--- config.mk ---
export PLATFORM = sky130hd
export DESIGN_NAME = inplace_box3x3_smoother_unit_flat
export DESIGN_NICKNAME = d
export VERILOG_FILES = /design/src/ibs_pkg.sv /design/src/ibs_if.sv /design/src/inplace_box3x3_smoother_unit.sv /design/src/ibs_mean9.sv /design/src/flat_wrapper.sv
export VERILOG_INCLUDE_DIRS = /design/src /design/src/src
export SDC_FILE = /design/constraint.sdc
export NUM_CORES = 2
export LEC_CHECK = 0
export BUFFER_PORTS_ARGS = -buffer_cell sky130_fd_sc_hd__buf_2
export CAP_MARGIN = 40
export CORE_UTILIZATION = 55
export CTS_CLUSTER_DIAMETER = 40
export DETAILED_ROUTE_END_ITERATION = 8
export PLACE_DENSITY = 0.77
export SLEW_MARGIN = 20
export SYNTH_ARGS = -nofsm -noshare
export SYNTH_HDL_FRONTEND = slang
export SYNTH_SLANG_ARGS = --single-unit
--- constraint.sdc ---
create_clock -name clk -period 25.9 [get_ports clk]
set_input_delay 5.18 -clock clk [delete_from_list [all_inputs] [get_ports clk]]
set_output_delay 5.18 -clock clk [all_outputs]
set_load 0.005 [all_outputs]
--- src/inplace_box3x3_smoother_unit_macros.svh ---
// assertion helpers for the box smoother
`ifndef INPLACE_BOX3X3_SMOOTHER_UNIT_MACROS_SVH
`define INPLACE_BOX3X3_SMOOTHER_UNIT_MACROS_SVH

`ifndef SYNTH
// same-cycle implication, checked outside reset
`define IBS_ASSERT_IMPLY(label, ante, cons, msg) \
  label: assert property (@(posedge clk) disable iff (!rst_n) (ante) |-> (cons)) \
    else $error(msg);
// next-cycle implication, checked outside reset
`define IBS_ASSERT_NEXT(label, ante, cons, msg) \
  label: assert property (@(posedge clk) disable iff (!rst_n) (ante) |=> (cons)) \
    else $error(msg);
`else
`define IBS_ASSERT_IMPLY(label, ante, cons, msg)
`define IBS_ASSERT_NEXT(label, ante, cons, msg)
`endif

`endif

--- src/ibs_pkg.sv ---
package ibs_pkg;

  localparam int GRID_SIZE = 32;
  localparam int HEIGHT_W  = 16;

  // raw line buffer: two rows plus a little slack
  localparam int RAW_DEPTH = 2 * GRID_SIZE + 3;
  localparam int RAW_AW    = $clog2(RAW_DEPTH);
  localparam int CNT_W     = $clog2(RAW_DEPTH + 1);
  localparam int FIN_AW    = $clog2(GRID_SIZE);
  localparam int POS_W     = $clog2(GRID_SIZE);

  // sum of eight and of nine samples
  localparam int PSUM_W = HEIGHT_W + 3;
  localparam int SUM_W  = HEIGHT_W + 4;
  localparam int MAG_W  = SUM_W - 1;

  // divide by nine as multiply by ceil(2^22 / 9), exact below 2^21
  localparam int DIV_SHIFT = 22;
  localparam int DIV_MULT  = (2 ** DIV_SHIFT + 8) / 9;
  localparam int MULT_W    = DIV_SHIFT - 3;
  localparam int PROD_W    = MAG_W + MULT_W;

  typedef logic signed [HEIGHT_W-1:0] height_t;

endpackage

--- src/ibs_if.sv ---
interface ibs_in_if import ibs_pkg::*; ();
  logic    valid;
  logic    ready;
  height_t height_in;

  modport source (output valid, output height_in, input ready);
  modport sink   (input valid, input height_in, output ready);
endinterface

interface ibs_out_if import ibs_pkg::*; ();
  logic    valid;
  logic    ready;
  height_t height_out;
  logic    run_last;
  logic    frame_last;

  modport source (output valid, output height_out, output run_last, output frame_last,
                  input ready);
  modport sink   (input valid, input height_out, input run_last, input frame_last,
                  output ready);
endinterface

--- src/inplace_box3x3_smoother_unit.sv ---
// in-place 3x3 box smoother for a square height grid, GRID_SIZE cells a side
// in_ch: one signed 16-bit height per transaction, raster order, frames back to back
// out_ch: smoothed heights in raster order; run_last closes the results of one
//   input cell, frame_last marks the final cell of the grid
// interior cells take the mean of their 3x3 neighborhood, where the three cells
//   above and the one to the left are already smoothed; border cells pass as is
// a cell's result starts once the cell one row plus one below it is held, then
//   passes memory read, tap shift, partial sum and mean into the output register
// throughput: one transaction per cycle on each side while out_ch is ready, set
//   by the single read-modify-write loop through the mean unit (left neighbor
//   feedback); grids narrower than five cells wait on the row-above buffer and run slower
// the final cell of a frame releases the last GRID_SIZE+2 results as a burst at one per
//   cycle while out_ch is ready; the next frame keeps streaming into the raw line buffer
// when out_ch stalls the result pipeline freezes; inputs are still taken until
//   2*GRID_SIZE+3 cells wait unprocessed, then in_ch.ready drops
// reset (rst_n low, synchronous) clears positions, pointers and valid flags;
//   the line buffers are not cleared and need no clearing pass
module inplace_box3x3_smoother_unit import ibs_pkg::*; (
  input logic       clk,
  input logic       rst_n,
  ibs_in_if.sink    in_ch,
  ibs_out_if.source out_ch
);

  `include "inplace_box3x3_smoother_unit_macros.svh"

  // per-cell flags carried down the pipeline
  typedef struct packed {
    logic first;
    logic border;
    logic run_last;
    logic frame_last;
  } cell_tag_t;

  // raw samples, written by the input side and read twice per cell
  height_t raw_mem [RAW_DEPTH];
  // final values of the last row, read back as the row above
  height_t fin_mem [GRID_SIZE];

  logic [CNT_W-1:0]  cnt_r, cnt_nxt;
  logic [RAW_AW-1:0] wr_ptr_r, mid_ptr_r, lo_ptr_r;
  logic [RAW_AW-1:0] lo_addr;
  logic [FIN_AW-1:0] fin_rd_ptr_r, fin_wr_ptr_r;
  logic [POS_W-1:0]  row_r, col_r;

  height_t raw_mid_q_r, raw_lo_q_r, fin_q_r;

  logic      b_valid_r, c_valid_r, d_valid_r;
  cell_tag_t b_tag_r, c_tag_r, d_tag_r;

  height_t up_tap_r  [3];
  height_t mid_tap_r [2];
  height_t lo_tap_r  [3];

  logic signed [PSUM_W-1:0] psum_r;
  height_t                  d_raw_r;
  height_t                  last_q_r;

  logic    out_valid_r;
  height_t out_height_r;
  logic    out_run_last_r;
  logic    out_frame_last_r;

  logic             adv;
  logic             in_fire;
  logic             step;
  logic             d_fire;
  logic [1:0]       inflight;
  logic             interlock_ok;
  logic [CNT_W-1:0] need;
  cell_tag_t        tag;
  height_t          mean_val;
  height_t          q_val;

  // the whole result pipeline moves when the output register can take a result
  assign adv     = !out_valid_r || out_ch.ready;
  assign in_fire = in_ch.valid && in_ch.ready;
  assign d_fire  = adv && d_valid_r;

  // keep every cell still to be read safe from being overwritten
  assign in_ch.ready = (cnt_r < CNT_W'(RAW_DEPTH));

  // cells in flight must not include the row-above cell being read back
  assign inflight     = 2'(b_valid_r) + 2'(c_valid_r) + 2'(d_valid_r);
  assign interlock_ok = (int'(inflight) <= GRID_SIZE - 2);

  // cells that must already sit in the buffer: up to one row plus one ahead,
  // fewer at the tail of the frame where the lower neighbors run out
  always_comb begin
    if (row_r == POS_W'(GRID_SIZE - 1)) begin
      need = CNT_W'(GRID_SIZE - 1) - CNT_W'(col_r);
    end else if (row_r == POS_W'(GRID_SIZE - 2) && col_r == POS_W'(GRID_SIZE - 1)) begin
      need = CNT_W'(GRID_SIZE);
    end else begin
      need = CNT_W'(GRID_SIZE + 1);
    end
  end

  assign step = adv && interlock_ok && (cnt_r > need);

  // result flags follow from the position alone
  always_comb begin
    tag.first      = (row_r == '0) && (col_r == '0);
    tag.border     = (row_r == '0) || (row_r == POS_W'(GRID_SIZE - 1)) ||
                     (col_r == '0) || (col_r == POS_W'(GRID_SIZE - 1));
    tag.frame_last = (row_r == POS_W'(GRID_SIZE - 1)) && (col_r == POS_W'(GRID_SIZE - 1));
    // the tail of the frame goes out as one run closed by the final cell
    tag.run_last   = !(((row_r == POS_W'(GRID_SIZE - 1)) &&
                        (col_r != POS_W'(GRID_SIZE - 1))) ||
                       ((row_r == POS_W'(GRID_SIZE - 2)) &&
                        (col_r >= POS_W'(GRID_SIZE - 2))));
  end

  // the first cell of a frame has no earlier read of its own sample, so the
  // row-below port, unused that early in the frame, fetches it instead
  assign lo_addr = !tag.first ? lo_ptr_r :
                   (mid_ptr_r == '0) ? RAW_AW'(RAW_DEPTH - 1) : mid_ptr_r - 1'b1;

  assign cnt_nxt = cnt_r + CNT_W'(in_fire) - CNT_W'(step);

  // raw line buffer: one write port, two read ports
  always_ff @(posedge clk) begin
    if (in_fire) begin
      raw_mem[wr_ptr_r] <= in_ch.height_in;
    end
    if (step) begin
      raw_mid_q_r <= raw_mem[mid_ptr_r];
      raw_lo_q_r  <= raw_mem[lo_addr];
    end
  end

  // final-value line buffer: written back as each cell completes
  always_ff @(posedge clk) begin
    if (d_fire) begin
      fin_mem[fin_wr_ptr_r] <= q_val;
    end
    if (step) begin
      fin_q_r <= fin_mem[fin_rd_ptr_r];
    end
  end

  // pointers, occupancy and position
  always_ff @(posedge clk) begin
    if (!rst_n) begin
      cnt_r        <= '0;
      wr_ptr_r     <= '0;
      mid_ptr_r    <= RAW_AW'(1);
      lo_ptr_r     <= RAW_AW'(GRID_SIZE + 1);
      fin_rd_ptr_r <= FIN_AW'(1);
      fin_wr_ptr_r <= '0;
      row_r        <= '0;
      col_r        <= '0;
    end else begin
      cnt_r <= cnt_nxt;
      if (in_fire) begin
        wr_ptr_r <= (wr_ptr_r == RAW_AW'(RAW_DEPTH - 1)) ? '0 : wr_ptr_r + 1'b1;
      end
      if (step) begin
        mid_ptr_r    <= (mid_ptr_r == RAW_AW'(RAW_DEPTH - 1)) ? '0 : mid_ptr_r + 1'b1;
        lo_ptr_r     <= (lo_ptr_r == RAW_AW'(RAW_DEPTH - 1)) ? '0 : lo_ptr_r + 1'b1;
        fin_rd_ptr_r <= (fin_rd_ptr_r == FIN_AW'(GRID_SIZE - 1)) ? '0 : fin_rd_ptr_r + 1'b1;
        if (col_r == POS_W'(GRID_SIZE - 1)) begin
          col_r <= '0;
          row_r <= (row_r == POS_W'(GRID_SIZE - 1)) ? '0 : row_r + 1'b1;
        end else begin
          col_r <= col_r + 1'b1;
        end
      end
      if (d_fire) begin
        fin_wr_ptr_r <= (fin_wr_ptr_r == FIN_AW'(GRID_SIZE - 1)) ? '0 : fin_wr_ptr_r + 1'b1;
      end
    end
  end

  // stage valid flags
  always_ff @(posedge clk) begin
    if (!rst_n) begin
      b_valid_r   <= 1'b0;
      c_valid_r   <= 1'b0;
      d_valid_r   <= 1'b0;
      out_valid_r <= 1'b0;
    end else if (adv) begin
      b_valid_r   <= step;
      c_valid_r   <= b_valid_r;
      d_valid_r   <= c_valid_r;
      out_valid_r <= d_valid_r;
    end
  end

  // window taps, partial sum and result payload
  always_ff @(posedge clk) begin
    if (adv) begin
      b_tag_r <= tag;
      c_tag_r <= b_tag_r;
      d_tag_r <= c_tag_r;
      // taps slide one cell: row above, own row, row below
      if (b_valid_r) begin
        up_tap_r[0]  <= up_tap_r[1];
        up_tap_r[1]  <= up_tap_r[2];
        up_tap_r[2]  <= fin_q_r;
        mid_tap_r[0] <= b_tag_r.first ? raw_lo_q_r : mid_tap_r[1];
        mid_tap_r[1] <= raw_mid_q_r;
        lo_tap_r[0]  <= lo_tap_r[1];
        lo_tap_r[1]  <= lo_tap_r[2];
        lo_tap_r[2]  <= raw_lo_q_r;
      end
      // everything but the left neighbor, which is still being computed
      psum_r  <= PSUM_W'(up_tap_r[0]) + PSUM_W'(up_tap_r[1]) + PSUM_W'(up_tap_r[2]) +
                 PSUM_W'(mid_tap_r[0]) + PSUM_W'(mid_tap_r[1]) +
                 PSUM_W'(lo_tap_r[0]) + PSUM_W'(lo_tap_r[1]) + PSUM_W'(lo_tap_r[2]);
      d_raw_r <= mid_tap_r[0];
    end
    if (d_fire) begin
      last_q_r         <= q_val;
      out_height_r     <= q_val;
      out_run_last_r   <= d_tag_r.run_last;
      out_frame_last_r <= d_tag_r.frame_last;
    end
  end

  // left neighbor closes the loop through the mean unit
  ibs_mean9 u_mean9 (
    .psum     (psum_r),
    .left_val (last_q_r),
    .mean     (mean_val)
  );

  assign q_val = d_tag_r.border ? d_raw_r : mean_val;

  assign out_ch.valid      = out_valid_r;
  assign out_ch.height_out = out_height_r;
  assign out_ch.run_last   = out_run_last_r;
  assign out_ch.frame_last = out_frame_last_r;

  // checks
  `IBS_ASSERT_IMPLY(a_occupancy_bound, 1'b1, cnt_r <= CNT_W'(RAW_DEPTH), "raw buffer overrun")
  `IBS_ASSERT_IMPLY(a_frame_last_ends_run, out_ch.valid && out_ch.frame_last, out_ch.run_last, "frame end not closing a run")
  `IBS_ASSERT_NEXT(a_frame_wrap, step && tag.frame_last, row_r == '0 && col_r == '0, "position did not wrap at frame end")

endmodule

--- src/ibs_mean9.sv ---
module ibs_mean9 import ibs_pkg::*; (
  input  logic signed [PSUM_W-1:0] psum,
  input  height_t                  left_val,
  output height_t                  mean
);

  logic signed [SUM_W-1:0] sum;
  logic [MAG_W-1:0]        mag;
  logic [PROD_W-1:0]       prod;
  logic [HEIGHT_W-1:0]     quo;
  logic [HEIGHT_W:0]       quo_ext;
  logic [HEIGHT_W:0]       quo_neg;

  assign sum = SUM_W'(psum) + SUM_W'(left_val);

  // positive sums round half up via +4, negative sums truncate toward zero
  always_comb begin
    if (sum[SUM_W-1]) begin
      mag = MAG_W'(-sum);
    end else begin
      mag = MAG_W'(sum + SUM_W'(4));
    end
  end

  assign prod    = {{MULT_W{1'b0}}, mag} * {{MAG_W{1'b0}}, MULT_W'(DIV_MULT)};
  assign quo     = prod[DIV_SHIFT +: HEIGHT_W];
  assign quo_ext = {1'b0, quo};
  assign quo_neg = -quo_ext;

  assign mean = sum[SUM_W-1] ? height_t'(quo_neg[HEIGHT_W-1:0]) : height_t'(quo);

endmodule
--- src/flat_wrapper.sv ---
// flat-port wrapper written by rule: the top's interface ports become plain ports
module inplace_box3x3_smoother_unit_flat import ibs_pkg::*;
  (clk, rst_n, in_ch_valid, in_ch_height_in, in_ch_ready, out_ch_valid, out_ch_height_out, out_ch_run_last, out_ch_frame_last, out_ch_ready);
  ibs_in_if in_ch_i ();
  ibs_out_if out_ch_i ();
  input logic clk;
  input logic rst_n;
  input wire logic [$bits(in_ch_i.valid)-1:0] in_ch_valid;
  input wire logic [$bits(in_ch_i.height_in)-1:0] in_ch_height_in;
  output wire logic [$bits(in_ch_i.ready)-1:0] in_ch_ready;
  output wire logic [$bits(out_ch_i.valid)-1:0] out_ch_valid;
  output wire logic [$bits(out_ch_i.height_out)-1:0] out_ch_height_out;
  output wire logic [$bits(out_ch_i.run_last)-1:0] out_ch_run_last;
  output wire logic [$bits(out_ch_i.frame_last)-1:0] out_ch_frame_last;
  input wire logic [$bits(out_ch_i.ready)-1:0] out_ch_ready;
  assign in_ch_i.valid = in_ch_valid;
  assign in_ch_i.height_in = in_ch_height_in;
  assign in_ch_ready = in_ch_i.ready;
  assign out_ch_valid = out_ch_i.valid;
  assign out_ch_height_out = out_ch_i.height_out;
  assign out_ch_run_last = out_ch_i.run_last;
  assign out_ch_frame_last = out_ch_i.frame_last;
  assign out_ch_i.ready = out_ch_ready;
  inplace_box3x3_smoother_unit u_core (.clk(clk), .rst_n(rst_n), .in_ch(in_ch_i), .out_ch(out_ch_i));
endmodule
==> flow_summary.toml <==
[synth]
yosys_warnings = 0
synth_flop_cell = "edfxtp_1"
yosys.area_share.simple_pct = 9.692
synth_compound_area_share_pct = 6.343
synth_cell_type_count = 86
syn-num-nets = 6935
synth_top_cell_by_area = "edfxtp_1"
synth_xor_area_share_pct = 0.9108
netlist_area_mm2 = 0.09232
synthAdderAreaFrac_pct = 6.928
synth_area_leaders = "edfxtp_1, mux4_2, nand2_1"
yosysMostFrequentCell = "edfxtp_1"
ys_seq_area_share_pct = 60.43
synth-edff-count = 1823
syn-instance-count = 6507
synth-seq-cells = 1875
synth.top_cell.area_share_pct = 59.30
ys_async_sr_fraction_pct = 0
netlist_top_cells_count = "edfxtp_1, nand2_1, mux4_2"
syn-mean-instance-area_um2 = 14.19
synth_top_family_by_area = "multiplexers"
synthMuxAreaShare_pct = 12.78

[global_route]
busiest_layer = "met2"
grt_pass1_wl_um = 376500
met3_usage_pct = 6.034
grtUsageTotal_pct = 30.08
grt_overflow = 0
met2_usage_pct = 48.27
grt_pass1_vias = 59510
grt_max_degree = 166
antenna_found_initial = 12
gr-usage-met1_pct = 38.52

[layout]
finalNetCount = 6999
multi_input_area_mm2 = 0.03412
final_core_util_pct = 62.53
stdcell_area_mm2 = 0.1036
syn_to_final_growth_pct = 12.25
final.fill_count = 11300
ff_latch_area_mm2 = 0.05581
drive_gt1_share_pct = 18.73

[timing]
drv_slew = 0
tightest_slew_ns = 1.039
slew_headroom_pct = 30.71
fin_worst_skew_ns = 0.06975
rsz0062_at_grt = "false"
period_share_pct = 43.25
fin_tns_setup_ns = 0
hold_violations = 0
setup_viol = 0
max_freq_mhz = 89.27
finalCriticalPeriod_ns = 11.20

[run]
maxCapViolations = 0

[floorplanning]
coreArea_mm2 = 0.1657
start_util_pct = 55.70
die_h_um = 411.7
row_count = 149
die-area_mm2 = 0.1695
ios = 40
fp.dieW_um = 411.7

[clocking]
root_buffer = "clkbuf_16"
clk_latency_ns = 0.87
clockBufferDepth = 3
cts_setup_buffers = 0
cts_sinks = 1875
cts_tree = "done"
cts_hold_buf = 0
htree_num_levels = 4
numCtsBuffers = 216
clk_pin_slew_ns = 0.06
postCtsResizedCells = 0

[drt]
drtIter0Drc = 7990
drc = 0
wire_per_inst_um = 28.61
drt_wl_total_um = 256100
vias_per_cell = 6.691
ant_nets = 0
vias = 59880
drt-pass1-iter-count = 6

[critical_path]
critPathMostFrequentCell = "fa_1"
crit_arrival_ns = 11.77
cpPeakStageDelay_ns = 0.57
cp_slowest_cell = "a2111oi_2"
worst_setup_path_end_kind = "register"
worst_setup_path_start_kind = "register"
worstPathRequired_ns = 26.46
critPathKind = "reg -> reg"
crit_fanout = 21

[placement]
port_buffers = 39
gp_congestion = 0.9095
place.detailed.hpwl_um = 148900
placed_area_mm2 = 0.09579

[status]
status = "finished, final reports clean"

[min_path]
hold_class = "reg -> reg"
-- worst max-delay path, delay by kind of cell (launching register included) --
| family | cells | cell delay, ns |
|---|---|---|
| AO/OA/AOI/OAI | 13 | 3.94 |
| XOR/XNOR | 1 | 0.22 |
| adder cells (fa/ha/maj) | 9 | 4.00 |
| buffers and inverters | 4 | 0.52 |
| flip-flops | 1 | 0.41 |
| AND/OR/NAND/NOR | 7 | 1.81 |
-- through the flow --
stage | hold WS (ns) | cells | setup WS (ns)
final | 0.4143 | 8949 | 14.70
after global routing | 0.4202 | 8948 | 14.06
after CTS | 0.4167 | 8932 | 14.82
after detailed placement | 0.4045 | 8527 | 14.87
after global placement | 0.4010 | 8503 | 14.72
after floorplan | 0.4003 | 6507 | 14.30
-- routing by layer --
| metal | share of wire (%) | wire [um] | vias up |
|---|---|---|---|
| met3 | 11 | 27940 | 754 |
| met2 | 48 | 123400 | 4137 |
| met4 | 5.8 | 14810 | 14 |
| met5 | 0.044 | 113 | - |
| met1 | 35 | 89770 | 29940 |
| li1 | - | - | 25030 |
-- state kept, by name (all words and copies together) (netlist names), 3 cells and up --
register	count
u_core.raw_mem	1072
u_core.fin_mem	512
u_core.lo_tap_r	48
u_core.up_tap_r	48
u_core.mid_tap_r	32
u_core.psum_r	19
u_core.d_raw_r	16
u_core.fin_q_r	16
u_core.last_q_r	16
u_core.raw_lo_q_r	16
u_core.raw_mid_q_r	16
u_core.cnt_r	7
u_core.lo_ptr_r	7
u_core.mid_ptr_r	7
u_core.wr_ptr_r	7
u_core.col_r	5
u_core.fin_rd_ptr_r	5
u_core.fin_wr_ptr_r	5
u_core.row_r	5
u_core.b_tag_r	4
u_core.c_tag_r	3
u_core.d_tag_r	3
-- layout make-up --
| cell class | instances | share of cell area (%) |
|---|---|---|
| clock inverters | 153 | 1.806 |
| multi-input cells | 3923 | 32.92 |
| diodes | 2 | 0.004830 |
| repair buffers | 247 | 2.225 |
| flip-flops and latches | 1875 | 53.86 |
| inverters | 308 | 1.116 |
| clock buffers | 252 | 5.428 |
| well taps | 2189 | 2.643 |
-- logic make-up (layout without fill, tap and decap cells) --
family          after synthesis  count (layout)
compound gates              825             825
flops                      1875            1875
buf+inv                     709             960
mux                         559             559
other cells                   0               2
simple gates               2035            2035
xor+xnor                     96              96
fa+ha+maj                   408             408
-- final timing paths --
path	cells past startpoint	slack [ns]	start	endpoint
hold reg to reg	0	0.41	u_core.fin_q_r[15]	u_core.up_tap_r[0][47]
hold / removal	0	0.41	u_core.fin_q_r[15]	u_core.up_tap_r[0][47]
setup / recovery	34	14.70	u_core.last_q_r[0]	u_core.fin_mem[11][14]
setup reg to reg	34	14.70	u_core.last_q_r[0]	u_core.fin_mem[11][14]
-- placed cells by master, fill, tap and decap left out, types with 40 or more instances in the layout --
cell type  count
nand3_1      297
edfxtp_1    1823
a211oi_1      66
mux2_2        49
a311oi_1     210
a31oi_1       85
xnor2_1       58
ha_1         236
mux4_2       490
nor2_1       141
o21ai_0       76
buf_2         40
fa_1         172
a21oi_1      166
dfxtp_1       43
inv_1        303
nand2_1     1197
a21o_1        56
buf_4        163
clkbuf_16    220
nor2_2        64
and3_1       146
Power is left out: the tool's default activity adds up to more than one toggle a clock period on the data nets, which glitch-free logic cannot reach.
